===== config.mk =====
export PLATFORM = sky130hd
export DESIGN_NAME = bds_row_store
export DESIGN_NICKNAME = d
export VERILOG_FILES = /design/src/rtl/core/block_downscale_8x8_to_5x5_defines.svh /design/src/rtl/core/bds_pkg.sv /design/src/rtl/core/bds_row_store.sv
export SDC_FILE = /design/constraint.sdc
export NUM_CORES = 2
export LEC_CHECK = 0
export BUFFER_PORTS_ARGS = -buffer_cell sky130_fd_sc_hd__buf_4
export CAP_MARGIN = 20
export CORE_MARGIN = 1
export CORE_UTILIZATION = 40
export CTS_BUF_LIST = sky130_fd_sc_hd__clkbuf_2
export DETAILED_ROUTE_END_ITERATION = 8
export PLACE_DENSITY_LB_ADDON = 0.1
export RECOVER_POWER = 50
export SLEW_MARGIN = 20
export SYNTH_ARGS = -nofsm -noshare
export SYNTH_HDL_FRONTEND = slang
export SYNTH_MEMORY_MAX_BITS = 65536
export SYNTH_SLANG_ARGS = --single-unit
export TNS_END_PERCENT = 30

===== constraint.sdc =====
create_clock -name clk -period 5.5 [get_ports clk]
set_input_delay 0.55 -clock clk [delete_from_list [all_inputs] [get_ports clk]]
set_output_delay 0.55 -clock clk [all_outputs]
set_load 0.005 [all_outputs]

===== src/rtl/core/block_downscale_8x8_to_5x5_defines.svh =====
// assertion macros shared by the 8x8-to-5x5 downscaler rtl
// no dependencies; the bodies are empty when SYNTHESIS is defined
`ifndef BLOCK_DOWNSCALE_8X8_TO_5X5_DEFINES_SVH
`define BLOCK_DOWNSCALE_8X8_TO_5X5_DEFINES_SVH

`ifndef SYNTHESIS
// property must hold on every clock edge outside reset
`define BDS_ASSERT(name, ck, rst_n, prop, msg) \
	name: assert property (@(posedge ck) disable iff (!rst_n) prop) else $error(msg);
// expression must never be true outside reset
`define BDS_ASSERT_NEVER(name, ck, rst_n, expr, msg) \
	name: assert property (@(posedge ck) disable iff (!rst_n) !(expr)) else $error(msg);
`else
`define BDS_ASSERT(name, ck, rst_n, prop, msg)
`define BDS_ASSERT_NEVER(name, ck, rst_n, expr, msg)
`endif

`endif


===== src/rtl/core/bds_pkg.sv =====
// constants, types and channel mixing functions of the 8x8-to-5x5 downscaler
// no dependencies; used by every module of the block
`default_nettype none

package bds_pkg;

	localparam int SRC_WIDTH  = 256;
	localparam int BLOCK_COLS = 32;
	localparam int BLOCK_ROWS = 48;
	localparam int TILE_OUT   = 5;
	localparam int GRP_LEN    = 8;
	localparam int FRAME_ROWS = BLOCK_ROWS * GRP_LEN;

	localparam int COL_W = $clog2(SRC_WIDTH);
	localparam int ROW_W = $clog2(FRAME_ROWS);
	localparam int BX_W  = COL_W - 3;
	localparam int TY_W  = ROW_W - 3;
	localparam int IDX_W = (BLOCK_COLS > 1) ? $clog2(BLOCK_COLS) : 1;
	localparam int CNT_W = $clog2(TILE_OUT + 1);

	localparam int PIX_IN_W  = 15;
	localparam int PIX_OUT_W = 16;
	localparam int DX_W      = 9;
	localparam int DY_W      = 8;
	localparam int CFG_W     = 8;
	localparam int S_TDATA_W = 16;
	localparam int M_TDATA_W = 40;

	localparam logic [CFG_W-1:0] X_OFFSET_RST = 8'd80;
	localparam logic [2:0]       GRP_LAST     = 3'd7;

	typedef logic [PIX_IN_W-1:0] pix555_t;
	typedef logic [PIX_OUT_W-1:0] pix565_t;
	typedef logic [TILE_OUT-1:0][PIX_IN_W-1:0] hrow_t;
	typedef logic [GRP_LEN-1:0][PIX_IN_W-1:0] grp_t;
	typedef logic [2:0] wgt_t;
	typedef logic [1:0] shf_t;

	typedef struct packed {
		logic [7:0] r;
		logic [7:0] g;
		logic [7:0] b;
	} chan_t;

	// output burst buffer status seen by the top level
	typedef struct packed {
		logic             empty;
		logic [CNT_W-1:0] count;
	} obuf_stat_t;

	// weighted sum of three 5-bit channels expanded to 8 bits, then shifted
	function automatic logic [7:0] wsum(input logic [4:0] a, input logic [4:0] b,
			input logic [4:0] c, input wgt_t wa, input wgt_t wb, input wgt_t wc,
			input shf_t sh);
		logic [10:0] s;
		s = 11'({a, 3'b000}) * 11'(wa) + 11'({b, 3'b000}) * 11'(wb)
			+ 11'({c, 3'b000}) * 11'(wc);
		return 8'(s >> sh);
	endfunction

	function automatic chan_t mix(input pix555_t x, input pix555_t y, input pix555_t z,
			input wgt_t wx, input wgt_t wy, input wgt_t wz, input shf_t sh);
		chan_t m;
		m.r = wsum(x[4:0], y[4:0], z[4:0], wx, wy, wz, sh);
		m.g = wsum(x[9:5], y[9:5], z[9:5], wx, wy, wz, sh);
		m.b = wsum(x[14:10], y[14:10], z[14:10], wx, wy, wz, sh);
		return m;
	endfunction

	function automatic pix555_t pack555(input chan_t m);
		return {m.b[7:3], m.g[7:3], m.r[7:3]};
	endfunction

	function automatic pix565_t pack565(input chan_t m);
		return {m.r[7:3], m.g[7:2], m.b[7:3]};
	endfunction

	// horizontal 8-to-5 reduction of one group of a row
	function automatic hrow_t hreduce(input grp_t p);
		hrow_t h;
		h[0] = pack555(mix(p[0], p[1], '0, 3'd5, 3'd3, 3'd0, 2'd3));
		h[1] = pack555(mix(p[1], p[2], p[3], 3'd2, 3'd5, 3'd1, 2'd3));
		h[2] = pack555(mix(p[3], p[4], '0, 3'd1, 3'd1, 3'd0, 2'd1));
		h[3] = pack555(mix(p[4], p[5], p[6], 3'd1, 3'd5, 3'd2, 2'd3));
		h[4] = pack555(mix(p[6], p[7], '0, 3'd3, 3'd5, 3'd0, 2'd3));
		return h;
	endfunction

endpackage

`default_nettype wire


===== src/rtl/core/bds_row_store.sv =====
// two row slots of horizontally reduced values, one tile row of bx entries each
// depends on bds_pkg
`default_nettype none

module bds_row_store (
	input  wire logic                     clk,
	input  wire logic                     we,
	input  wire logic                     wr_slot,
	input  wire logic [bds_pkg::IDX_W-1:0] wr_addr,
	input  wire bds_pkg::hrow_t           wr_data,
	input  wire logic [bds_pkg::IDX_W-1:0] rd_addr,
	output bds_pkg::hrow_t                rd_data0,
	output bds_pkg::hrow_t                rd_data1
);
	import bds_pkg::*;

	hrow_t mem0 [BLOCK_COLS];
	hrow_t mem1 [BLOCK_COLS];

	always_ff @(posedge clk) begin
		if (we && !wr_slot) begin
			mem0[wr_addr] <= wr_data;
		end
		if (we && wr_slot) begin
			mem1[wr_addr] <= wr_data;
		end
	end

	always_ff @(posedge clk) begin
		rd_data0 <= mem0[rd_addr];
		rd_data1 <= mem1[rd_addr];
	end

endmodule

`default_nettype wire


=== Yosys cells after proc, flatten, opt, wreduce, memory -nomap -nowiden ===
Memories as Yosys holds them, arrays and structs flattened. A register that Yosys moved wholly into a read port is not among the register bits.
Index checks and enable logic that the tools add are counted.

* Bits in latches: 0
* Memories: 2
* Memory bits (writable): 4800
* Register bits: 0
* Output and inout port bits: 150
* Input bits: 88
* Memory bits (read-only): 0

* Bitwise logic cells: 0
* Magnitude comparators: 0
* Shift operators: 0
* Div/mod/pow operators: 0
* Mux-type cells: 4
* Reductions and logical operators: 3
* Equal/unequal tests: 0
* Multipliers: 0
* Add/sub/neg operators: 0

{| class="wikitable"
|+ Memories
! name !! depth !! bits a word !! read ports !! clocked after Yosys merged registers in !! write ports !! RTL line !! source
|-
| mem0 || 32 || 75 || 1 || 1 || 1 || bds_row_store.sv:17 || <nowiki>hrow_t mem0 [BLOCK_COLS];</nowiki>
|-
| mem1 || 32 || 75 || 1 || 1 || 1 || bds_row_store.sv:18 || <nowiki>hrow_t mem1 [BLOCK_COLS];</nowiki>
|}

{| class="wikitable"
|+ Operator list
! cell !! count
|-
| $mux 1 || 4
|-
| $logic_and 1x1->1 || 2
|-
| $logic_not 1->1 || 1
|}

=== Logic depth before layout (Yosys ltp) ===
* Word-level depth: 4
* Depth in mapped cells: 9

=== Worst setup path before layout ===
No wires, ideal clock.

* Path kind: input to register
* Start point: in wr_addr[2] (netlist bit)
* End point: mem mem1[7][0] (netlist bit), enable pin
* Stages on the path: 4
* Setup time: 509 ps
* Arrival time: 4525 ps
* Path slack: 466 ps
* Cells stage by stage: clkbuf_1 -> or3b_2 -> clkbuf_1 -> nor2_1

{| class="wikitable"
|+ RTL lines
! element !! RTL line !! source
|-
| start: declaration || bds_row_store.sv:9 || <nowiki>input wire logic [bds_pkg::IDX_W-1:0] wr_addr,</nowiki>
|-
| end: declaration || bds_row_store.sv:18 ||
|}

No word-level cell before the write port.

=== Worst setup path after layout ===
* Start point: in wr_addr[3] (netlist bit)
* End point: mem mem1[22][67] (netlist bit), enable pin

No word-level cell before the write port.

==> run_results.csv <==
group,metric,value,unit
routing,vias_per_cell,5.674,
cells_and_area,fillers,38720,
floorplan,die_y,676.6,um
setup_path,crit_chain,"dlygate4sd3_1 > buf_4 > dlygate4sd3_1 > nand3b_1 > nor2_1 > clkbuf_1",
setup_path,startpoint,"wr_addr[3]",
logic_synthesis,synth_warnings,0,
setup_path,critPathMaxStageDelay,3410,ps
power,total_power,70.69,mW
floorplan,die_x,676.6,um
routing,post-route-drc-count,0,
clock_tree,cts.clk_slew.worst_paths,90,ps
clock_tree,cts.sinks,4950,
setup_path,cp_data_required_time,7130,ps
cells_and_area,num-nets-final,9514,
logic_synthesis,syn_inst,7566,
sta,maxSlewHeadroom,-227.3,%
sta,final-setup-viol-count,0,
placed_design,hpwlAfterDp,290.5,mm
logic_synthesis,ys_types,29,
outcome,violations,"max-capacitance violations, max-slew violations",
sta,drv_slew,5134,
clock_tree,clock_latency,2400,ps
placed_design,gp_congestion,0.7454,
logic_synthesis,netlist_area,0.1820,mm^2
grt,grtUsageTotal,24.27,%
clock_tree,postCtsHoldBufs,391,
sta,tns,0,ps
run,cap_violations,93,
worst_hold_path,hold_depth,6,
logic_synthesis,syn-num-nets,7654,
clock_tree,postCtsSetupBuffers,0,
clock_tree,h-tree-depth,7,
power,p_leak,67.26,nW
sta,period_minus_slack,4797,ps
cells_and_area,layout-drive-gt1-share,36.63,%
setup_path,rrSetupSlack,2530,ps
setup_path,rr_startpoint,"mem0[7][62]",
routing,first_pass_iters,5,
floorplan,io_pins,238,
setup_path,path_class,"in2reg",
sta,worst_pin_slew,4909,ps
clock_tree,cts_resized,0,
setup_path,cpMaxStageDelayCell,"clkbuf_1",
setup_path,cp.buffers_inverters,4,
sta,fin_crit_sh,87.23,%
sta,clock.fmax,0.2084,GHz
logic_synthesis,ys_seq_area_share,80.83,%
setup_path,cp-end-kind,"flip-flop",
logic_synthesis,synth_seq_cells,4950,
sta,clock_skew,162.7,ps
grt,grt_pass1_vias,97580,
clock_tree,cts_tree,"yes",
worst_hold_path,holdPathEnd,"rd_data1[60]",
setup_path,crit_top_cell,"dlygate4sd3_1",
worst_hold_path,holdCritPathClass,"in2reg",
routing,drt_iter0_markers,9125,
placed_design,portBuffers,237,
setup_path,r2r_cells,6,
clock_tree,cts_made_buffers,1349,
sta,rsz0062_at_grt,"no",
floorplan,start_util,40.20,%
routing,ant_nets,0,
clock_tree,clockRootBuffer,"clkbuf_2",
outcome,outcome,"complete, but fails checks",
floorplan,num_rows,247,
setup_path,path_depth,6,
floorplan,dieArea,0.4578,mm^2
setup_path,r2r_end,"rd_data0[62]",
sta,finalHoldViolCount,0,
power,p_per_area,339.9,mW/mm^2
routing,avgRoutedWirePerCell,33.89,um
setup_path,startpoint_type,"primary input",
setup_path,worstPathArrival,6420,ps
grt,grt_pass1_wl,768.7,mm
setup_path,critPathTopFamily,"buffers and inverters",
clock_tree,clockBufferDepth,5,
power,ir_drop,0.2335,mV
grt,grt_max_degree,115,
logic_synthesis,avgSynthCellArea,24.06,um^2
floorplan,core,0.4528,mm^2
grt,antenna_found_initial,28,
routing,num_vias,92860,
setup_path,worstPathMaxFanout,39,
grt,grt_overflow,0,
worst_hold_path,min_from,"rd_addr[1]",
cells_and_area,syn2layout_area_growth,14.26,%
routing,drt-total-wl,554.6,mm
==> kinds of logic after synthesis <==
group / synth area share (%)
compound gates: 2.260
simple gates: 0.8778
mux: 14.75
buf+inv: 1.279
flops: 80.83
==> layer usage <==
layer	wire length, um	share of wire [%]	GRT usage [%]	vias up
met3	29540	5.3	4.234	849
li1	-	-	-	37500
met1	230800	42	32.29	50980
met2	280500	51	40.64	3520
met4	13740	2.5	8.114	8
met5	62	0.011	0	-
==> layout by cell type, fill, tap and decap left out, types with 3 or more instances in the layout <==
| cell | count |
|---|---|
| nand3_1 | 41 |
| clkbuf_2 | 2060 |
| nand4_1 | 19 |
| buf_4 | 326 |
| clkinvlp_4 | 3 |
| clkinv_2 | 24 |
| clkbuf_1 | 125 |
| nor2_4 | 41 |
| o22ai_1 | 528 |
| a22oi_1 | 108 |
| nor4_2 | 5 |
| nor2_1 | 26 |
| diode_2 | 37 |
| mux2i_1 | 144 |
| nor2_2 | 3 |
| inv_2 | 15 |
| dlygate4sd3_1 | 313 |
| buf_12 | 116 |
| mux4_2 | 1128 |
| buf_16 | 7 |
| dfxtp_1 | 150 |
| clkbuf_4 | 38 |
| edfxtp_1 | 4800 |
| nand3b_1 | 3 |
| nand2_1 | 6 |
| nor2b_1 | 3 |
| bufinv_16 | 10 |
| nor4_1 | 127 |
| clkinv_1 | 165 |
==> worst min-delay path, cell delays in order <==
cell	delay (ps)
dlygate4sd3_1	530
buf_4	110
dlygate4sd3_1	870
nor2b_2	280
nand3_1	140
nand4_1	130
==> through the flow <==
| step | setup WS (ps) | utilization (%) | cell area [um^2] | instances | hold WS, ps |
|---|---|---|---|---|---|
| after floorplan | 465.7 | - | 182000 | 7566 | 647.2 |
| after global placement | 1862 | 42.68 | 193200 | 13650 | 673.7 |
| after detailed placement | 1985 | 42.71 | 193400 | 13660 | 690.3 |
| after CTS | 1111 | 46.37 | 210000 | 16330 | 3.238 |
| after global routing | 977.5 | 45.93 | 208000 | 16360 | 217.3 |
| final | 702.6 | 45.94 | 208000 | 16370 | 385.9 |
==> Yosys cell counts (all sizes together) <==
| master | n | area, um^2 |
|---|---|---|
| nor3b | 1 | 12.51 |
| mux2i | 144 | 1441 |
| edfxtp | 4800 | 144100 |
| or2 | 2 | 12.51 |
| and3 | 1 | 6.260 |
| or3 | 2 | 12.51 |
| and2 | 1 | 6.260 |
| or3b | 3 | 26.28 |
| o22ai | 528 | 3303 |
| clkbuf | 123 | 470.4 |
| nand2b | 1 | 6.260 |
| dfxtp | 150 | 3003 |
| nand3b | 3 | 22.52 |
| a22oi | 108 | 810.8 |
| nand3 | 42 | 210.2 |
| nor2 | 70 | 267.8 |
| nand4 | 19 | 118.9 |
| nand2 | 8 | 32.54 |
| mux4 | 1128 | 25400 |
| buf | 294 | 1858 |
| nor4 | 132 | 825.8 |
| nor2b | 6 | 37.54 |
==> area by class of cell <==
type | count | area [um^2] | share of cell area [%]
Clock inverter | 218 | 1127 | 0.5420
Antenna cell | 37 | 92.59 | 0.04452
Clock buffer | 2059 | 10300 | 4.955
Tap cell | 5976 | 7477 | 3.595
Multi-Input combinational cell | 2199 | 32980 | 15.86
Sequential cell | 4950 | 147100 | 70.75
Timing Repair Buffer | 926 | 8855 | 4.258
==> report_power, final <==
| group | internal (mW) | switching (mW) | total (mW) |
|---|---|---|---|
| registers | 41.8 | 0.315 | 42.1 |
| clock network | 10.2 | 14.9 | 25.1 |
| logic | 1.44 | 2.09 | 3.53 |
| total | 53.4 | 17.3 | 70.7 |
==> sequential cells by signal (all words and copies together), names as in the netlist <==
| signal | cells |
|---|---|
| mem0 | 2400 |
| mem1 | 2400 |
| rd_data0 | 75 |
| rd_data1 | 75 |
==> worst max-delay path by stage <==
| stage | to |
|---|---|
| finish | mem1[22][67] |
| CTS | rd_data0[7] |
| detailed placement | rd_data0[23] |
| floorplan | mem1[7][0] |
| global route | mem1[22][68] |
| global placement | mem1[21][8] |
(Power assumes the default switching activity.)
