**src/rtl/core/block_downscale_8x8_to_5x5_defines.svh**
```systemverilog
// assertion macros shared by the 8x8-to-5x5 downscaler rtl
// no dependencies; the bodies are empty when SYNTHESIS is defined
`ifndef BLOCK_DOWNSCALE_8X8_TO_5X5_DEFINES_SVH
`define BLOCK_DOWNSCALE_8X8_TO_5X5_DEFINES_SVH

`ifndef SYNTHESIS
// property must hold on every clock edge outside reset
`define BDS_ASSERT(name, ck, rst_n, prop, msg) \
	name: assert property (@(posedge ck) disable iff (!rst_n) prop) else $error(msg);
// expression must never be true outside reset
`define BDS_ASSERT_NEVER(name, ck, rst_n, expr, msg) \
	name: assert property (@(posedge ck) disable iff (!rst_n) !(expr)) else $error(msg);
`else
`define BDS_ASSERT(name, ck, rst_n, prop, msg)
`define BDS_ASSERT_NEVER(name, ck, rst_n, expr, msg)
`endif

`endif

```
**src/rtl/core/bds_pkg.sv**
```systemverilog
// constants, types and channel mixing functions of the 8x8-to-5x5 downscaler
// no dependencies; used by every module of the block
`default_nettype none

package bds_pkg;

	localparam int SRC_WIDTH  = 256;
	localparam int BLOCK_COLS = 32;
	localparam int BLOCK_ROWS = 48;
	localparam int TILE_OUT   = 5;
	localparam int GRP_LEN    = 8;
	localparam int FRAME_ROWS = BLOCK_ROWS * GRP_LEN;

	localparam int COL_W = $clog2(SRC_WIDTH);
	localparam int ROW_W = $clog2(FRAME_ROWS);
	localparam int BX_W  = COL_W - 3;
	localparam int TY_W  = ROW_W - 3;
	localparam int IDX_W = (BLOCK_COLS > 1) ? $clog2(BLOCK_COLS) : 1;
	localparam int CNT_W = $clog2(TILE_OUT + 1);

	localparam int PIX_IN_W  = 15;
	localparam int PIX_OUT_W = 16;
	localparam int DX_W      = 9;
	localparam int DY_W      = 8;
	localparam int CFG_W     = 8;
	localparam int S_TDATA_W = 16;
	localparam int M_TDATA_W = 40;

	localparam logic [CFG_W-1:0] X_OFFSET_RST = 8'd80;
	localparam logic [2:0]       GRP_LAST     = 3'd7;

	typedef logic [PIX_IN_W-1:0] pix555_t;
	typedef logic [PIX_OUT_W-1:0] pix565_t;
	typedef logic [TILE_OUT-1:0][PIX_IN_W-1:0] hrow_t;
	typedef logic [GRP_LEN-1:0][PIX_IN_W-1:0] grp_t;
	typedef logic [2:0] wgt_t;
	typedef logic [1:0] shf_t;

	typedef struct packed {
		logic [7:0] r;
		logic [7:0] g;
		logic [7:0] b;
	} chan_t;

	// output burst buffer status seen by the top level
	typedef struct packed {
		logic             empty;
		logic [CNT_W-1:0] count;
	} obuf_stat_t;

	// weighted sum of three 5-bit channels expanded to 8 bits, then shifted
	function automatic logic [7:0] wsum(input logic [4:0] a, input logic [4:0] b,
			input logic [4:0] c, input wgt_t wa, input wgt_t wb, input wgt_t wc,
			input shf_t sh);
		logic [10:0] s;
		s = 11'({a, 3'b000}) * 11'(wa) + 11'({b, 3'b000}) * 11'(wb)
			+ 11'({c, 3'b000}) * 11'(wc);
		return 8'(s >> sh);
	endfunction

	function automatic chan_t mix(input pix555_t x, input pix555_t y, input pix555_t z,
			input wgt_t wx, input wgt_t wy, input wgt_t wz, input shf_t sh);
		chan_t m;
		m.r = wsum(x[4:0], y[4:0], z[4:0], wx, wy, wz, sh);
		m.g = wsum(x[9:5], y[9:5], z[9:5], wx, wy, wz, sh);
		m.b = wsum(x[14:10], y[14:10], z[14:10], wx, wy, wz, sh);
		return m;
	endfunction

	function automatic pix555_t pack555(input chan_t m);
		return {m.b[7:3], m.g[7:3], m.r[7:3]};
	endfunction

	function automatic pix565_t pack565(input chan_t m);
		return {m.r[7:3], m.g[7:2], m.b[7:3]};
	endfunction

	// horizontal 8-to-5 reduction of one group of a row
	function automatic hrow_t hreduce(input grp_t p);
		hrow_t h;
		h[0] = pack555(mix(p[0], p[1], '0, 3'd5, 3'd3, 3'd0, 2'd3));
		h[1] = pack555(mix(p[1], p[2], p[3], 3'd2, 3'd5, 3'd1, 2'd3));
		h[2] = pack555(mix(p[3], p[4], '0, 3'd1, 3'd1, 3'd0, 2'd1));
		h[3] = pack555(mix(p[4], p[5], p[6], 3'd1, 3'd5, 3'd2, 2'd3));
		h[4] = pack555(mix(p[6], p[7], '0, 3'd3, 3'd5, 3'd0, 2'd3));
		return h;
	endfunction

endpackage

`default_nettype wire

```
**src/rtl/core/bds_out_buf.sv**
```systemverilog
// five-word burst buffer draining one result word per cycle to the master while m_tready
// depends on bds_pkg
`default_nettype none

module bds_out_buf (
	input  wire logic                                    clk,
	input  wire logic                                    arst_n,
	input  wire logic                                    load,
	input  wire logic [bds_pkg::TILE_OUT-1:0][bds_pkg::PIX_OUT_W-1:0] ld_pix,
	input  wire logic [bds_pkg::TILE_OUT-1:0][bds_pkg::DX_W-1:0]      ld_x,
	input  wire logic [bds_pkg::DY_W-1:0]               ld_y,
	output bds_pkg::obuf_stat_t                          stat,
	output logic                                         m_tvalid,
	input  wire logic                                    m_tready,
	output logic [bds_pkg::M_TDATA_W-1:0]                m_tdata,
	output logic                                         m_tlast
);
	import bds_pkg::*;

	pix565_t           pix_q [TILE_OUT];
	logic [DX_W-1:0]   x_q [TILE_OUT];
	logic [DY_W-1:0]   y_q;
	logic [CNT_W-1:0]  cnt_q;
	logic              pop;

	assign pop = m_tvalid && m_tready;

	always_ff @(posedge clk or negedge arst_n) begin
		if (!arst_n) begin
			cnt_q <= '0;
		end else if (load) begin
			cnt_q <= CNT_W'(TILE_OUT);
		end else if (pop) begin
			cnt_q <= cnt_q - 1'b1;
		end
	end

	// shift line: word 0 is the one on the bus
	always_ff @(posedge clk) begin
		if (load) begin
			for (int i = 0; i < TILE_OUT; i++) begin
				pix_q[i] <= ld_pix[i];
				x_q[i]   <= ld_x[i];
			end
			y_q <= ld_y;
		end else if (pop) begin
			for (int i = 0; i < TILE_OUT - 1; i++) begin
				pix_q[i] <= pix_q[i+1];
				x_q[i]   <= x_q[i+1];
			end
		end
	end

	assign m_tvalid   = (cnt_q != '0);
	assign m_tlast    = (cnt_q == CNT_W'(1));
	assign m_tdata    = M_TDATA_W'({y_q, x_q[0], pix_q[0]});
	assign stat.empty = (cnt_q == '0);
	assign stat.count = cnt_q;

endmodule

`default_nettype wire

```
**config.mk**
```make
export PLATFORM = sky130hd
export DESIGN_NAME = bds_out_buf
export DESIGN_NICKNAME = d
export VERILOG_FILES = /design/src/rtl/core/block_downscale_8x8_to_5x5_defines.svh /design/src/rtl/core/bds_pkg.sv /design/src/rtl/core/bds_out_buf.sv
export SDC_FILE = /design/constraint.sdc
export NUM_CORES = 1
export LEC_CHECK = 0
export ABC_AREA = 1
export ABC_CLOCK_PERIOD_IN_PS = 5800
export BUFFER_PORTS_ARGS = -buffer_cell sky130_fd_sc_hd__buf_2
export CORE_MARGIN = 1.5
export CORE_UTILIZATION = 56
export DETAILED_ROUTE_END_ITERATION = 10
export PLACE_DENSITY = 0.84
export SLEW_MARGIN = 40
export SYNTH_ARGS = -nofsm -noshare
export SYNTH_HDL_FRONTEND = slang
export SYNTH_SLANG_ARGS = --single-unit
```
**constraint.sdc**
```tcl
create_clock -name clk -period 5.8 [get_ports clk]
set_input_delay 0.29 -clock clk [delete_from_list [all_inputs] [get_ports clk]]
set_output_delay 0.29 -clock clk [all_outputs]
set_load 0.02 [all_outputs]
```
Word-level counts from Yosys, hierarchy flattened
Memories as Yosys holds them, arrays and structs flattened.
Index checks and enable logic that the tools add are counted.
{"block": "word_totals", "reg_bits": 11, "ramBits": 125, "inputBits": 137, "word_cells": 33, "n_memories": 2}
{"memory": "pix_q", "depth": 5, "width": 16, "rd": 5, "rd_clocked_by_memory_dff": 0, "write_ports": 5, "line_no": "bds_out_buf.sv:20", "source": "pix565_t pix_q [TILE_OUT];"}
{"memory": "x_q", "depth": 5, "width": 9, "rd": 5, "rd_clocked_by_memory_dff": 0, "write_ports": 5, "line_no": "bds_out_buf.sv:21", "source": "logic [DX_W-1:0] x_q [TILE_OUT];"}
{"block": "op_classes", "add_sub_neg": 1, "n_eq_ne": 1, "muxes": 15, "bitwise": 8, "n_reduce_logical": 4}
{"op": "2-to-1 mux 16 bit", "n": 4}
{"op": "2-to-1 mux 9 bit", "n": 4}
{"op": "OR 1 bit", "n": 8}
{"op": "2-to-1 mux 3 bit", "n": 2}
{"op": "2-to-1 mux 1 bit", "n": 5}
{"op": "== test 3 x 1 -> 1 bit (second input constant)", "n": 1}
{"op": "zero test 3 bit", "n": 1}
{"op": "nonzero test 3 bit", "n": 1}
{"op": "subtractor 3 x 1 -> 3 bit (second input constant)", "n": 1}
{"op": "nonzero test 2 bit", "n": 1}
{"op": "logical AND 1 bit", "n": 1}

Longest topological paths before layout
Gate-level depths: netlist of run 1.
{"block": "depth", "word_depth": 6, "ltp_mapped": 8, "ltp_nobuf": 7}

Worst setup path before layout of run 1
Ideal clock, no wire load.
{"block": "synth_path", "path_type": "register to register", "start": "register cnt_q[0]", "end": "memory pix_q[0][0] (netlist name), enable pin", "setup_time_ns": 0.464, "arrival_ns": 3.151, "setup_slack_ns": 2.185, "stages_incl_launch_ff": 6, "path_buffers": 0, "period_less_slack_ns": 3.615, "path_cell_list": "dfrtp_1 > inv_1 > ha_1 > nand2_2 > nand2_1 > nand2_1"}
{"element": "start, declared", "line_no": "bds_out_buf.sv:23", "source": "logic [CNT_W-1:0] cnt_q;"}
{"element": "start signal, assigned", "line_no": "bds_out_buf.sv:32", "source": "cnt_q <= CNT_W'(TILE_OUT);"}
{"element": "start signal, assigned", "line_no": "bds_out_buf.sv:34", "source": "cnt_q <= cnt_q - 1'b1;"}
{"element": "end, declared", "line_no": "bds_out_buf.sv:20"}

==> results_tabular.tex, run 1 <==
\begin{tabular}{lr}
\hline
Metric & Value \\
\hline
\multicolumn{2}{l}{\textbf{Detailed routing}} \\
DRC errors left & 0 \\
Per-cell routed wire length & 14.9 µm \\
Vias/cell & 5.23 \\
Total number of vias & 4438 \\
Iteration-0 DRC Markers & 409 \\
Number of iterations in the first detailed-routing pass & 5 \\
Number of nets still failing antenna checks after routing & 0 \\
Total routed wirelength & about 13000 µm \\
\multicolumn{2}{l}{\textbf{Logic synthesis}} \\
Post-synthesis instance area & 6050 µm² \\
Top cells by area, synth & edfxtp\_1 (66\%), nand2\_1 (13\%), nand4\_1 (10\%), buf\_4 (3.8\%), buf\_6 (1.9\%) \\
Post-synthesis instance total & between 500 and 600 \\
Synthesis warning total & 0 \\
Avg Cell Area, Syn & $\sim$11 µm² \\
Seq/Total Area, Yosys & 0.672 \\
Synthesis-stage register bit count & 136 \\
Yosys top cell by area & edfxtp\_1 \\
Portion of synthesized cell area occupied by the leading cell type & 0.660 \\
Unique cell type count in the Yosys netlist & 15 \\
\multicolumn{2}{l}{\textbf{CTS}} \\
Master cell of the clock root buffer & clkbuf\_8 \\
H-Tree Depth & 4 \\
Post-cts repair resize count & 0 \\
Skew-Pair Late Insertion Delay & roughly 0.51 ns \\
Clock slew at reported path FFs & 0.05 ns \\
Clock sink count & $\sim$140 \\
Num CTS Buffers & 17 \\
Hold-fix buffer count after cts & 34 \\
Post-CTS Setup Bufs & 0 \\
CTS tree & yes \\
Worst-case clock buffer depth & 2 \\
\multicolumn{2}{l}{\textbf{GRT}} \\
Wire length of the first global-routing pass & 20200 µm \\
Number of global-route vias before repair & $\sim$4200 \\
Global routing usage summed across all routing layers & 0.231 \\
Maximum number of pins on one net before global-route repair & 106 \\
Grt ovf & 0 \\
Antenna violations before repair & 0 \\
\multicolumn{2}{l}{\textbf{Die}} \\
Die footprint & 11400 µm² \\
Vertical die dimension & 107 µm \\
CORE AREA & 10400 µm² \\
Number of cell rows & 37 \\
Die W & 107 µm \\
Count of boundary I/O pins & 183 \\
Effective utilization at floorplan & 0.581 \\
\multicolumn{2}{l}{\textbf{Final layout}} \\
Area growth from synthesis to layout & 25.7\% \\
Fraction of layout cells with a size suffix above 1 & 0.288 \\
Number of nets in the layout & around 840 \\
Number of antenna repair diodes & 0 \\
Utilization of the core after routing & 0.731 \\
\multicolumn{2}{l}{\textbf{Setup path}} \\
Critical Path Fanout Max & about 110 \\
Worst R2R Start & cnt\_q[0] \\
Data arrival time of the critical path & 3.23 ns \\
Critical Path End Type & flop \\
Kind of start point of the critical path & flop \\
Critical Setup Path Class & flop to flop \\
Worst R2R Path Depth & 6 \\
R2r endpoint & x\_q[2][5] \\
Worst setup slack for register-to-register paths & approximately 2.7 ns \\
Required time reported for the critical path endpoint & 5.94 ns \\
\multicolumn{2}{l}{\textbf{Power}} \\
Power density over the cells & 371 nW/µm² \\
Proportion of total power due to net switching & 0.271 \\
Worst voltage drop across the vdd grid & 0.000224 V \\
Relative contribution of sequential cells to total power & 0.474 \\
Combinational share of power & 0.189 \\
Leakage power figure & between 3 and 4 nW \\
Clock network fraction of total power & 0.337 \\
Psw & 0.000765 W \\
Int Pwr & 0.00206 W \\
\multicolumn{2}{l}{\textbf{Run}} \\
Count of maximum capacitance violations & 0 \\
\multicolumn{2}{l}{\textbf{STA}} \\
Maximum clock frequency & 324 MHz \\
Setup repair after global routing missed its margin & false \\
Final number of setup-violating endpoints & 0 \\
Worst slew margin relative to its limit & 0.497 \\
Final period util & 0.533 \\
Layout Skew & $\sim$0.0084 ns \\
Final count of pins violating max slew & 0 \\
Pin slew with the least headroom to its limit & between 0.7 and 0.8 ns \\
Minimum clock period & 3.09 ns \\
Final Hold Violating Endpoints & 0 \\
Worst setup margin & approximately 2.7 ns \\
Total Neg Setup Slack & 0 ns \\
\multicolumn{2}{l}{\textbf{Worst hold path}} \\
Hold path endpoint & pix\_q[0][52] \\
Type of the most critical hold path & primary input to flop \\
Number of cells on the worst hold path & 3 \\
Min-delay src & ld\_pix[52] \\
\multicolumn{2}{l}{\textbf{Placement}} \\
Final GP Congestion & 0.777 \\
Number of input and output port buffers inserted & 175 \\
Minimum setup slack after placement & 2.37 ns \\
Half-perimeter wire length after detailed placement & 7650 µm \\
\multicolumn{2}{l}{\textbf{Outcome}} \\
Result of the run & completed \\
\hline
\end{tabular}
critical path: stages, from the launching register on:
cell	delay [ns]
dfrtp_1	0.39
inv_1	0.09
ha_1	0.27
nand2_8	0.47
nand2_1	0.25
nand2_4	0.48
buf_4	0.70
layout by cell type, fill, tap and decap left out, drive strengths merged:
cell         instances
nand2              211
buf                179
edfxtp             133
nand4              101
dlygate4sd3         34
clkbuf              23
conb                 7
inv                  7
clkinv               5
nand3                4
ha                   3
dfrtp                3
bufinv               2
nor2                 1
power groups by stage:
stage | clock network [W] | registers, W | logic [W]
after floorplan | 0 | 0.00138 | 0.000370
after global placement | 0 | 0.00135 | 0.000488
after detailed placement | 0 | 0.00136 | 0.000516
after CTS | 0.000966 | 0.00134 | 0.000535
after global routing | 0.00101 | 0.00135 | 0.000594
final | 0.000952 | 0.00134 | 0.000533
routing by layer:
metal / vias up / wire length, µm / track usage
met5: - / 0 / 0
met4: 0 / 95 / 0.0724
met3: 12 / 1090 / 0.0790
met2: 213 / 6090 / 0.370
met1: 1998 / 5360 / 0.297
li1: 2215 / - / -
synth_stat cells:
cell	number
nand2_1	210
dfrtp_1	3
buf_2	16
buf_6	10
edfxtp_1	133
nand4_1	101
buf_4	31
nand2_2	1
nand3_1	4
inv_1	6
clkbuf_1	10
nor2_1	1
inv_2	2
conb_1	1
ha_1	3
through the flow:
| step | cell area (µm²) | total power (W) | hold slack, ns | instances |
|---|---|---|---|---|
| 6_report | 7610 | 0.00282 | 0.0374 | 849 |
| 5_1_grt | 7610 | 0.00295 | 0.0231 | 849 |
| 4_1_cts | 7610 | 0.00284 | 0.0126 | 849 |
| 3_5_place_dp | 6760 | 0.00187 | 0.101 | 786 |
| 3_3_place_gp | 6700 | 0.00183 | 0.0963 | 784 |
| 2_1_floorplan | 6080 | 0.00175 | -0.00559 | 538 |
worst max-delay path by stage:
stage                     startpoint           to  slack (ns)  cells after the start
after floorplan             cnt_q[0]  pix_q[0][0]        2.19                      5
after global placement          load    x_q[3][0]        2.49                      4
after detailed placement        load    x_q[3][0]        2.37                      4
after CTS                   cnt_q[0]    x_q[2][0]        2.68                      6
after global routing        cnt_q[0]    x_q[2][2]        2.46                      6
final                       cnt_q[0]    x_q[2][5]        2.71                      6
flip-flops by register name, indices dropped and copies added, names as in the netlist:
signal and flops:
pix_q 80, cnt_q 3, x_q 45, y_q 8
cells by family (layout without fill, tap and decap cells):
logic type | after synthesis | in the layout | synth area share
other | 1 | 7 | 0.000619
and+or+nand+nor | 317 | 317 | 0.240
DFF | 136 | 136 | 0.672
adders and majority gates | 3 | 3 | 0.00620
buffers and inverters | 75 | 250 | 0.0814
final cells by class:
class / instances / area [µm²]
Multi-Input combinational cell: 327 / 1550
Timing Repair Buffer: 213 / 1280
Tap cell: 136 / 170
Fill cell: 730 / 2810
Inverter: 8 / 31.3
Sequential cell: 136 / 4070
Clock buffer: 23 / 437
Clock inverter: 6 / 77.6
Note: power is estimated with default switching activity, not from simulation.
==> run 2: changes to the inputs <==
--- a/config.mk
+++ b/config.mk
@@ -6,12 +6,12 @@
 export NUM_CORES = 1
 export LEC_CHECK = 0
 export ABC_AREA = 1
-export ABC_CLOCK_PERIOD_IN_PS = 5800
+export ABC_CLOCK_PERIOD_IN_PS = 2800
 export BUFFER_PORTS_ARGS = -buffer_cell sky130_fd_sc_hd__buf_2
 export CORE_MARGIN = 1.5
-export CORE_UTILIZATION = 56
+export CORE_UTILIZATION = 47
 export DETAILED_ROUTE_END_ITERATION = 10
-export PLACE_DENSITY = 0.84
+export PLACE_DENSITY = 0.75
 export SLEW_MARGIN = 40
 export SYNTH_ARGS = -nofsm -noshare
 export SYNTH_HDL_FRONTEND = slang
==> constraint.sdc (replaced) <==
create_clock -name clk -period 2.8 [get_ports clk]
set_input_delay 0.14 -clock clk [delete_from_list [all_inputs] [get_ports clk]]
set_output_delay 0.14 -clock clk [all_outputs]
set_load 0.02 [all_outputs]
==> run 2 against run 1 <==
Against the previous run:
- count of clock-buffer cells in the layout decreased by 2
- combinational power increased by 130%
- highest routed layer unchanged
- critical path depth decreased by 1
- largest cell class unchanged
- final cell count increased by 13%
- largest power group unchanged
==> results_tabular.tex, run 2 (synthesis gave the netlist of run 1 again) <==
\begin{tabular}{lr}
\hline
Metric & Value \\
\hline
\multicolumn{2}{l}{\textbf{Placement}} \\
Minimum setup slack after placement & 0.674 ns (-1.69 ns) \\
Placement-stage cell area & 6830 µm² (+1.0\%) \\
Number of input and output port buffers inserted & 175 (unchanged) \\
Final GP Congestion & 0.736 (-5.3\%) \\
Half-perimeter wire length after detailed placement & 8060 µm (+5.4\%) \\
\multicolumn{2}{l}{\textbf{STA}} \\
Final count of pins violating max slew & 0 (unchanged) \\
Final number of setup-violating endpoints & 0 (unchanged) \\
Total Neg Setup Slack & 0 ns (unchanged) \\
Setup repair after global routing missed its margin & false \\
Worst slew margin relative to its limit & 0.510 (+0.0129) \\
Pin slew with the least headroom to its limit & 0.735 ns (-0.0194 ns) \\
Worst setup margin & 0.471 ns (-2.24 ns) \\
Final period util & 0.832 \\
Minimum clock period & 2.33 ns \\
Layout Skew & 0.00977 ns (+0.00142 ns) \\
Final Hold Violating Endpoints & 0 (unchanged) \\
Maximum clock frequency & roughly 430 MHz \\
\multicolumn{2}{l}{\textbf{Power}} \\
Clock network fraction of total power & 0.344 (+0.007) \\
Final total power & 0.00606 W (+110\%) \\
Combinational share of power & 0.199 (+0.010) \\
Psw & 0.00168 W (+120\%) \\
Leakage power figure & 3.81 nW (+9.1\%) \\
Worst voltage drop across the vdd grid & 0.000442 V (+97\%) \\
Int Pwr & 0.00438 W (+110\%) \\
Proportion of total power due to net switching & 0.278 (+0.00663) \\
Power density over the cells & 723 nW/µm² (+95\%) \\
Relative contribution of sequential cells to total power & 0.457 (-0.017) \\
\multicolumn{2}{l}{\textbf{Final layout}} \\
Number of antenna repair diodes & 0 (unchanged) \\
Area growth from synthesis to layout & 38.5\% \\
Footprint of the multi-input gates & 1540 µm² (-0.57\%) \\
Number of nets in the layout & 914 (+8.4\%) \\
Most frequent standard cell in the layout excluding fill and tap cells & nand2\_1 \\
Final design instance area without fill & 8380 µm² (+10\%) \\
Utilization of the core after routing & 0.667 (-0.0636) \\
Area of all sequential standard cells & 4070 µm² (unchanged) \\
Top register by number of flip-flops & pix\_q \\
Largest registers ranked by flip-flop count & pix\_q (80), x\_q (45), y\_q (8) \\
FILL cells & 925 (+27\%) \\
Top library cells by usage in the layout, fill and taps aside & nand2\_1 (209), buf\_2 (174), edfxtp\_1 (133), nand4\_1 (101), dlygate4sd3\_1 (101) \\
Fraction of layout cells with a size suffix above 1 & 0.271 (-0.0169) \\
Number of flip-flops under the largest register name & 80 (unchanged) \\
\multicolumn{2}{l}{\textbf{CTS}} \\
Clock slew at reported path FFs & 0.05 ns (about the same) \\
Clock sink count & 136 (unchanged) \\
Skew-Pair Late Insertion Delay & 0.43 ns (-0.08 ns) \\
Post-CTS Setup Bufs & 0 (unchanged) \\
Worst-case clock buffer depth & 2 (unchanged) \\
CTS tree & yes \\
Master cell of the clock root buffer & clkbuf\_16 \\
Num CTS Buffers & 17 (unchanged) \\
H-Tree Depth & 4 (unchanged) \\
\multicolumn{2}{l}{\textbf{Die}} \\
Effective utilization at floorplan & 0.482 (-0.0995) \\
Die W & 116 µm (+8.9\%) \\
Number of cell rows & 41 (+11\%) \\
Vertical die dimension & 116 µm (+8.9\%) \\
Die footprint & 13600 µm² (+19\%) \\
Count of boundary I/O pins & 183 (unchanged) \\
CORE AREA & 12600 µm² (+21\%) \\
\multicolumn{2}{l}{\textbf{Detailed routing}} \\
DRC errors left & 0 (unchanged) \\
Total routed wirelength & 14700 µm (+17\%) \\
Number of iterations in the first detailed-routing pass & 5 (unchanged) \\
Iteration-0 DRC Markers & 324 (-21\%) \\
Vias/cell & 5.01 (-4.1\%) \\
Per-cell routed wire length & 15.4 µm (+3.2\%) \\
Number of nets still failing antenna checks after routing & 0 (unchanged) \\
Total number of vias & 4808 (+8.3\%) \\
\multicolumn{2}{l}{\textbf{GRT}} \\
Grt ovf & 0 (unchanged) \\
Number of global-route vias before repair & 4790 (+14\%) \\
Maximum number of pins on one net before global-route repair & 105 (-0.94\%) \\
Antenna violations before repair & 0 (unchanged) \\
Global routing usage summed across all routing layers & 0.226 (-0.00512) \\
Wire length of the first global-routing pass & 22900 µm (+13\%) \\
\multicolumn{2}{l}{\textbf{Worst hold path}} \\
Type of the most critical hold path & primary input to flop \\
Min-delay src & ld\_pix[37] \\
\multicolumn{2}{l}{\textbf{Setup path}} \\
Worst R2R Start & cnt\_q[1] \\
Critical path origin & cnt\_q[1] \\
Data arrival time of the critical path & 2.19 ns (-1.04 ns) \\
Critical Setup Path Class & flop to output pin \\
Required time reported for the critical path endpoint & 2.66 ns (-3.28 ns) \\
Critical Path End Type & output pin \\
Kind of start point of the critical path & flop \\
Critical Path Fanout Max & 95 (-9.5\%) \\
\multicolumn{2}{l}{\textbf{Outcome}} \\
Result of the run & completed \\
\multicolumn{2}{l}{\textbf{Run}} \\
Count of maximum capacitance violations & 0 (unchanged) \\
\hline
\end{tabular}
==> run 2: power groups by stage <==
stage          logic [W]  clock network [W]  registers (W)
2_1_floorplan   0.000767                  0        0.00285
3_3_place_gp     0.00105                  0        0.00280
3_5_place_dp     0.00109                  0        0.00281
4_1_cts          0.00120            0.00210        0.00277
5_1_grt          0.00135            0.00220        0.00280
6_report         0.00121            0.00208        0.00277
==> run 2: area by class of cell <==
cell class	count	area share
sequential	136	0.485
timing repair buffer	284	0.236
multi-input combinational	327	0.184
clock buffer	21	0.0525
tap	172	0.0257
clock inverter	11	0.0127
inverter	8	0.00373
==> run 2: critical path, cell delays in order, from the launching register on <==
cell and delay, ns:
dfrtp_1 0.41, inv_1 0.11, ha_1 0.23, nand2_4 0.15
buf_6 0.56, buf_2 0.28
==> run 2: worst paths after layout <==
| path | endpoint | slack [ns] | cells after the start |
|---|---|---|---|
| max | m_tvalid | 0.47 | 5 |
| min | pix_q[0][37] | 0.002 | 3 |
| max reg2reg | pix_q[0][38] | 0.68 | 7 |
| min reg2reg | pix_q[0][43] | 0.56 | 2 |
| max in group asynchronous | cnt_q[2] | 2.62 | 2 |
| min in group asynchronous | cnt_q[1] | 0.06 | 2 |
==> run 2: metrics by stage <==
stage,instances,hold WS [ns]
floorplan,538,-0.156
global placement,826,-0.0478
detailed placement,826,-0.0488
CTS,959,0.000247
global route,959,0.00212
finish,959,0.00227
==> run 2: repair_timing <==
| item | CTS | global route |
|---|---|---|
| hold buffers | 101 | 0 |
| hold endpoints to repair | 103 | 0 |
| gates resized for setup | 0 | 0 |
| endpoints found under the setup margin | 0 | 0 |
==> run 2: per-layer routing <==
layer | vias up | share of wire | GRT usage
li1 | 2360 | - | -
met1 | 2216 | 0.40 | 0.265
met2 | 206 | 0.51 | 0.392
met3 | 26 | 0.068 | 0.0586
met4 | 0 | 0.023 | 0.100
met5 | - | 0 | 0
==> run 3: changes to the inputs <==
--- a/config.mk
+++ b/config.mk
@@ -5,8 +5,8 @@
 export SDC_FILE = /design/constraint.sdc
 export NUM_CORES = 1
 export LEC_CHECK = 0
-export ABC_AREA = 1
-export ABC_CLOCK_PERIOD_IN_PS = 2800
+export ABC_AREA = 0
+export ABC_CLOCK_PERIOD_IN_PS = 1910
 export BUFFER_PORTS_ARGS = -buffer_cell sky130_fd_sc_hd__buf_2
 export CORE_MARGIN = 1.5
 export CORE_UTILIZATION = 47
==> constraint.sdc (replaced) <==
create_clock -name clk -period 1.91 [get_ports clk]
set_input_delay 0.0955 -clock clk [delete_from_list [all_inputs] [get_ports clk]]
set_output_delay 0.0955 -clock clk [all_outputs]
set_load 0.02 [all_outputs]
==> run 3 against run 2 <==
Against the previous run:
- the run now fails in clock tree synthesis (4_1_cts)
- synthesized area increased by 1.1%
- synthesized cell count fell by 45%
==> results_tabular.tex, run 3 <==
\begin{tabular}{lr}
\hline
Metric & Value \\
\hline
\multicolumn{2}{l}{\textbf{Outcome}} \\
Result of the run & did not finish \\
Stage at which the run stopped & clock tree synthesis (4\_1\_cts) \\
Err & [ERROR RSZ-0060] Max buffer count reached. \\
\multicolumn{2}{l}{\textbf{CTS}} \\
Post-cts repair resize count & 0 (unchanged) \\
Master cell of the clock root buffer & clkbuf\_16 \\
H-Tree Depth & 4 (unchanged) \\
Worst-case clock buffer depth & 2 (unchanged) \\
Post-CTS Setup Bufs & 0 (unchanged) \\
Clock sink count & 136 (unchanged) \\
Num CTS Buffers & 17 (unchanged) \\
Hold-fix buffer count after cts & 131 (+30\%) \\
\multicolumn{2}{l}{\textbf{Die}} \\
Number of cell rows & 41 (unchanged) \\
Count of boundary I/O pins & 183 (unchanged) \\
Die W & 117 µm (+0.55\%) \\
Effective utilization at floorplan & 0.483 (+0.00153) \\
Vertical die dimension & 117 µm (+0.55\%) \\
\multicolumn{2}{l}{\textbf{Logic synthesis}} \\
Avg Cell Area, Syn & 21.1 µm² (+86\%) \\
Top cells by area, synth & edfxtp\_1 (65\%), mux2\_4 (25\%), buf\_12 (3.6\%), buf\_4 (2.8\%), dfrtp\_1 (1.2\%) \\
Most instantiated flip-flop cell in the synthesis netlist & edfxtp\_1 \\
Cell with the most instances after synthesis & edfxtp\_1 \\
Portion of synthesized cell area occupied by the leading cell type & 0.652 (-0.00742) \\
Synthesis warning total & 0 (unchanged) \\
Seq/Total Area, Yosys & 0.665 (-0.00756) \\
Count of flip-flops with a built-in enable after synthesis & 133 (unchanged) \\
Yosys top cell by area & edfxtp\_1 \\
Post-synthesis instance total & 290 (-45\%) \\
Post-synthesis instance area & 6120 µm² (+1.1\%) \\
Share of flip-flops with an asynchronous set or reset after synthesis & 0.0221 (unchanged) \\
Unique cell type count in the Yosys netlist & 20 (+5) \\
Synthesis-stage register bit count & 136 (unchanged) \\
Leading cell types by count after synthesis & edfxtp\_1 (133), mux2\_4 (100), buf\_4 (23) \\
\multicolumn{2}{l}{\textbf{Placement}} \\
Half-perimeter wire length after detailed placement & 6970 µm (-14\%) \\
Number of input and output port buffers inserted & 175 (unchanged) \\
Final GP Congestion & 0.664 (-9.8\%) \\
Placement-stage cell area & 6980 µm² (+2.3\%) \\
\hline
\end{tabular}
[run 3: kinds of logic after synthesis]
group	count (synthesis)	synth area share
flops	136	0.665
mux	100	0.245
buf+inv	38	0.0679
simple gates	7	0.00940
compound gates	5	0.00613
fa+ha+maj	3	0.00613
other cells	1	0.000613
[run 3: through the flow]
stage,setup WS [ns],utilization,std cells
after floorplan,-0.0809,-,296
after global placement,0.144,0.551,617
after detailed placement,0.0785,0.551,617
==> run 4: changes to the inputs <==
--- a/config.mk
+++ b/config.mk
@@ -6,12 +6,12 @@
 export NUM_CORES = 1
 export LEC_CHECK = 0
 export ABC_AREA = 0
-export ABC_CLOCK_PERIOD_IN_PS = 1910
+export ABC_CLOCK_PERIOD_IN_PS = 2500
 export BUFFER_PORTS_ARGS = -buffer_cell sky130_fd_sc_hd__buf_2
 export CORE_MARGIN = 1.5
-export CORE_UTILIZATION = 47
+export CORE_UTILIZATION = 40
 export DETAILED_ROUTE_END_ITERATION = 10
-export PLACE_DENSITY = 0.75
+export PLACE_DENSITY_LB_ADDON = 0.15
 export SLEW_MARGIN = 40
 export SYNTH_ARGS = -nofsm -noshare
 export SYNTH_HDL_FRONTEND = slang
==> constraint.sdc (replaced) <==
create_clock -name clk -period 2.5 [get_ports clk]
set_input_delay 0.125 -clock clk [delete_from_list [all_inputs] [get_ports clk]]
set_output_delay 0.125 -clock clk [all_outputs]
set_load 0.02 [all_outputs]
==> run 4 against run 3 <==
Against the previous run:
- the flow now finishes without violations
- synthesized cell count unchanged
- synthesized area unchanged
==> results_tabular.tex, run 4 <==
\begin{tabular}{lr}
\hline
Metric & Value \\
\hline
\multicolumn{2}{l}{\textbf{Outcome}} \\
Result of the run & completed \\
\multicolumn{2}{l}{\textbf{Detailed routing}} \\
DRC errors left & 0 \\
Vias/cell & 4.39 \\
Number of iterations in the first detailed-routing pass & 4 \\
Iteration-0 DRC Markers & 98 \\
Total routed wirelength & 10900 µm \\
Total number of vias & between 3000 and 4000 \\
Number of nets still failing antenna checks after routing & 0 \\
Per-cell routed wire length & 14.6 µm \\
\multicolumn{2}{l}{\textbf{STA}} \\
Final Hold Violating Endpoints & 0 \\
Final number of setup-violating endpoints & 0 \\
Setup repair after global routing missed its margin & false \\
Final period util & 0.889 \\
Minimum clock period & around 2.2 ns \\
Total Neg Setup Slack & 0 ns \\
Final count of pins violating max slew & 0 \\
Maximum clock frequency & 450 MHz \\
Layout Skew & 0.0119 ns \\
\multicolumn{2}{l}{\textbf{Final layout}} \\
Top register by number of flip-flops & pix\_q \\
Number of antenna repair diodes & 0 \\
FILL cells & 1220 \\
Area growth from synthesis to layout & 37.2\% \\
Top library cells by usage in the layout, fill and taps aside & buf\_2 (175), edfxtp\_1 (133), mux2\_4 (100), dlygate4sd3\_1 (82), clkbuf\_16 (17) \\
Largest registers ranked by flip-flop count & pix\_q (80), x\_q (45), y\_q (8) \\
Fraction of layout cells with a size suffix above 1 & 0.567 \\
Utilization of the core after routing & 0.556 \\
Number of nets in the layout & $\sim$690 \\
Footprint of the multi-input gates & about 1700 µm² \\
Number of flip-flops under the largest register name & 80 \\
Most frequent standard cell in the layout excluding fill and tap cells & buf\_2 \\
Final design instance area without fill & 8400 µm² \\
Area of all sequential standard cells & 4070 µm² \\
\multicolumn{2}{l}{\textbf{Power}} \\
Final total power & between 0.005 and 0.006 W \\
Relative contribution of sequential cells to total power & 0.470 \\
Proportion of total power due to net switching & 0.207 \\
Combinational share of power & 0.124 \\
Clock network fraction of total power & 0.406 \\
Int Pwr & 0.00474 W \\
Leakage power figure & roughly 3.8 nW \\
Worst voltage drop across the vdd grid & slightly above 0.0004 V \\
Psw & 0.00124 W \\
Power density over the cells & 713 nW/µm² \\
\multicolumn{2}{l}{\textbf{Logic synthesis}} \\
Most instantiated flip-flop cell in the synthesis netlist & edfxtp\_1 \\
Dominant combinational cell family by area after synthesis & multiplexers \\
Synthesis-stage register bit count & 136 (unchanged) \\
Portion of synthesized cell area occupied by the leading cell type & 0.652 (unchanged) \\
Count of flip-flops with a built-in enable after synthesis & 133 (unchanged) \\
Cell with the most instances after synthesis & edfxtp\_1 \\
Seq/Total Area, Yosys & 0.665 (unchanged) \\
Unique cell type count in the Yosys netlist & 20 (unchanged) \\
Avg Cell Area, Syn & 21.1 µm² (unchanged) \\
Post-synthesis instance area & 6120 µm² (unchanged) \\
Yosys top cell by area & edfxtp\_1 \\
Basic-gate share of the synthesized area counting and, or, nand and nor cells & 0.00940 (unchanged) \\
Post-synthesis instance total & 290 (unchanged) \\
Synthesis warning total & 0 (unchanged) \\
Multiplexer area fraction after synthesis & 0.245 (unchanged) \\
Share of flip-flops with an asynchronous set or reset after synthesis & 0.0221 (unchanged) \\
Leading cell types by count after synthesis & edfxtp\_1 (133), mux2\_4 (100), buf\_4 (23) \\
Area fraction in compound gates after synthesis & 0.00613 (unchanged) \\
Top cells by area, synth & edfxtp\_1 (65\%), mux2\_4 (25\%), buf\_12 (3.6\%), buf\_4 (2.8\%), dfrtp\_1 (1.2\%) \\
Post-synthesis adder-cell area fraction & 0.00613 (unchanged) \\
XOR/XNOR Fraction of Synth Area & 0 (unchanged) \\
\multicolumn{2}{l}{\textbf{Setup path}} \\
Critical Path End Type & flop \\
Required time reported for the critical path endpoint & 2.66 ns \\
Critical Path Fanout Max & 28 \\
Kind of start point of the critical path & flop \\
Data arrival time of the critical path & between 2 and 2.5 ns \\
Critical Setup Path Class & flop to flop \\
\multicolumn{2}{l}{\textbf{GRT}} \\
Wire length of the first global-routing pass & 16500 µm \\
Grt ovf & 0 \\
Global routing usage summed across all routing layers & 0.138 \\
Number of global-route vias before repair & 3332 \\
Antenna violations before repair & 0 \\
Maximum number of pins on one net before global-route repair & 38 \\
\multicolumn{2}{l}{\textbf{CTS}} \\
Num CTS Buffers & 17 (unchanged) \\
Worst-case clock buffer depth & 2 (unchanged) \\
CTS tree & yes \\
Master cell of the clock root buffer & clkbuf\_16 \\
Skew-Pair Late Insertion Delay & 0.42 ns \\
Post-cts repair resize count & 0 (unchanged) \\
Clock slew at reported path FFs & 0.06 ns \\
Clock sink count & 136 (unchanged) \\
H-Tree Depth & 4 (unchanged) \\
\multicolumn{2}{l}{\textbf{Die}} \\
CORE AREA & 15100 µm² \\
Count of boundary I/O pins & 183 (unchanged) \\
Number of cell rows & 45 (+9.8\%) \\
Die W & 127 µm (+8.2\%) \\
Vertical die dimension & 127 µm (+8.2\%) \\
Die footprint & around 16000 µm² \\
Effective utilization at floorplan & 0.406 (-0.0774) \\
\multicolumn{2}{l}{\textbf{Placement}} \\
Placement-stage cell area & 7010 µm² (+0.36\%) \\
Number of input and output port buffers inserted & 175 (unchanged) \\
Final GP Congestion & 0.720 (+8.4\%) \\
Half-perimeter wire length after detailed placement & 7180 µm (+3.1\%) \\
\multicolumn{2}{l}{\textbf{Run}} \\
Count of maximum capacitance violations & 0 \\
\multicolumn{2}{l}{\textbf{Worst hold path}} \\
Type of the most critical hold path & primary input to flop \\
\hline
\end{tabular}
[run 4: cell counts after synthesis]
No cell type changed its count.
[run 4: worst paths after layout]
check	startpoint	endpoint	slack, ns	depth (start not counted)
setup / recovery	cnt_q[0]	pix_q[0][14]	0.28	6
setup reg to reg	cnt_q[0]	pix_q[0][14]	0.28	6
hold reg to reg	x_q[2][7]	x_q[1][7]	0.54	1
max in group asynchronous	arst_n	cnt_q[2]	2.35	2
min in group asynchronous	arst_n	cnt_q[0]	0.03	2
hold / removal	ld_x[22]	x_q[2][4]	0.01	2
[run 4: worst max-delay path: stages (launching register included)]
cell and delay (ns):
dfrtp_1 0.37, inv_1 0.09, ha_1 0.23, nand2b_1 0.30, nand3b_4 0.34, buf_12 0.30, mux2_4 0.32
[run 4: power groups by stage]
stage          sequential [W]  combinational [W]  clock, W
2_1_floorplan         0.00288           0.000448         0
3_3_place_gp          0.00286           0.000630         0
3_5_place_dp          0.00286           0.000644         0
4_1_cts               0.00282           0.000737   0.00248
5_1_grt               0.00283           0.000793   0.00259
6_report              0.00281           0.000740   0.00243
[run 4: what timing repair did]
| item | in CTS | in global routing |
|---|---|---|
| hold endpoints to repair | 76 | 8 |
| setup buffers | 0 | 0 |
| hold buffers | 74 | 8 |
[run 4: layer usage]
metal / wire, µm / GRT usage / up-vias / part of all wire
met5: 0 / 0 / - / 0
met4: 232 / 0.0648 / 0 / 0.021
met3: 661 / 0.0510 / 18 / 0.061
met2: 5440 / 0.230 / 121 / 0.50
met1: 4570 / 0.158 / 1534 / 0.42
li1: - / - / 1603 / -
[run 4: per-stage QoR]
step	setup WS, ns	cells	hold WS, ns
floorplan	0.367	296	-0.171
global placement	0.431	634	-0.0757
CTS	0.293	739	0.0000728
detailed placement	0.307	634	-0.0752
global route	0.178	747	0.000967
finish	0.277	747	0.0113
[run 4: cells by family (layout without fill, tap and decap cells)]
family          after synthesis  in the layout
compound gates                5              5
fa+ha+maj                     3              3
buf+inv                      38            301
flops                       136            136
mux                         100            100
other cells                   1              7
simple gates                  7              7
[run 4: area by class of cell]
cell class / instances / area share
clock buffers: 20 / 0.0520
clock inverters: 11 / 0.0156
inverters: 3 / 0.00134
multi-input cells: 122 / 0.198
well taps: 188 / 0.0280
flip-flops and latches: 136 / 0.485
repair buffers: 267 / 0.220
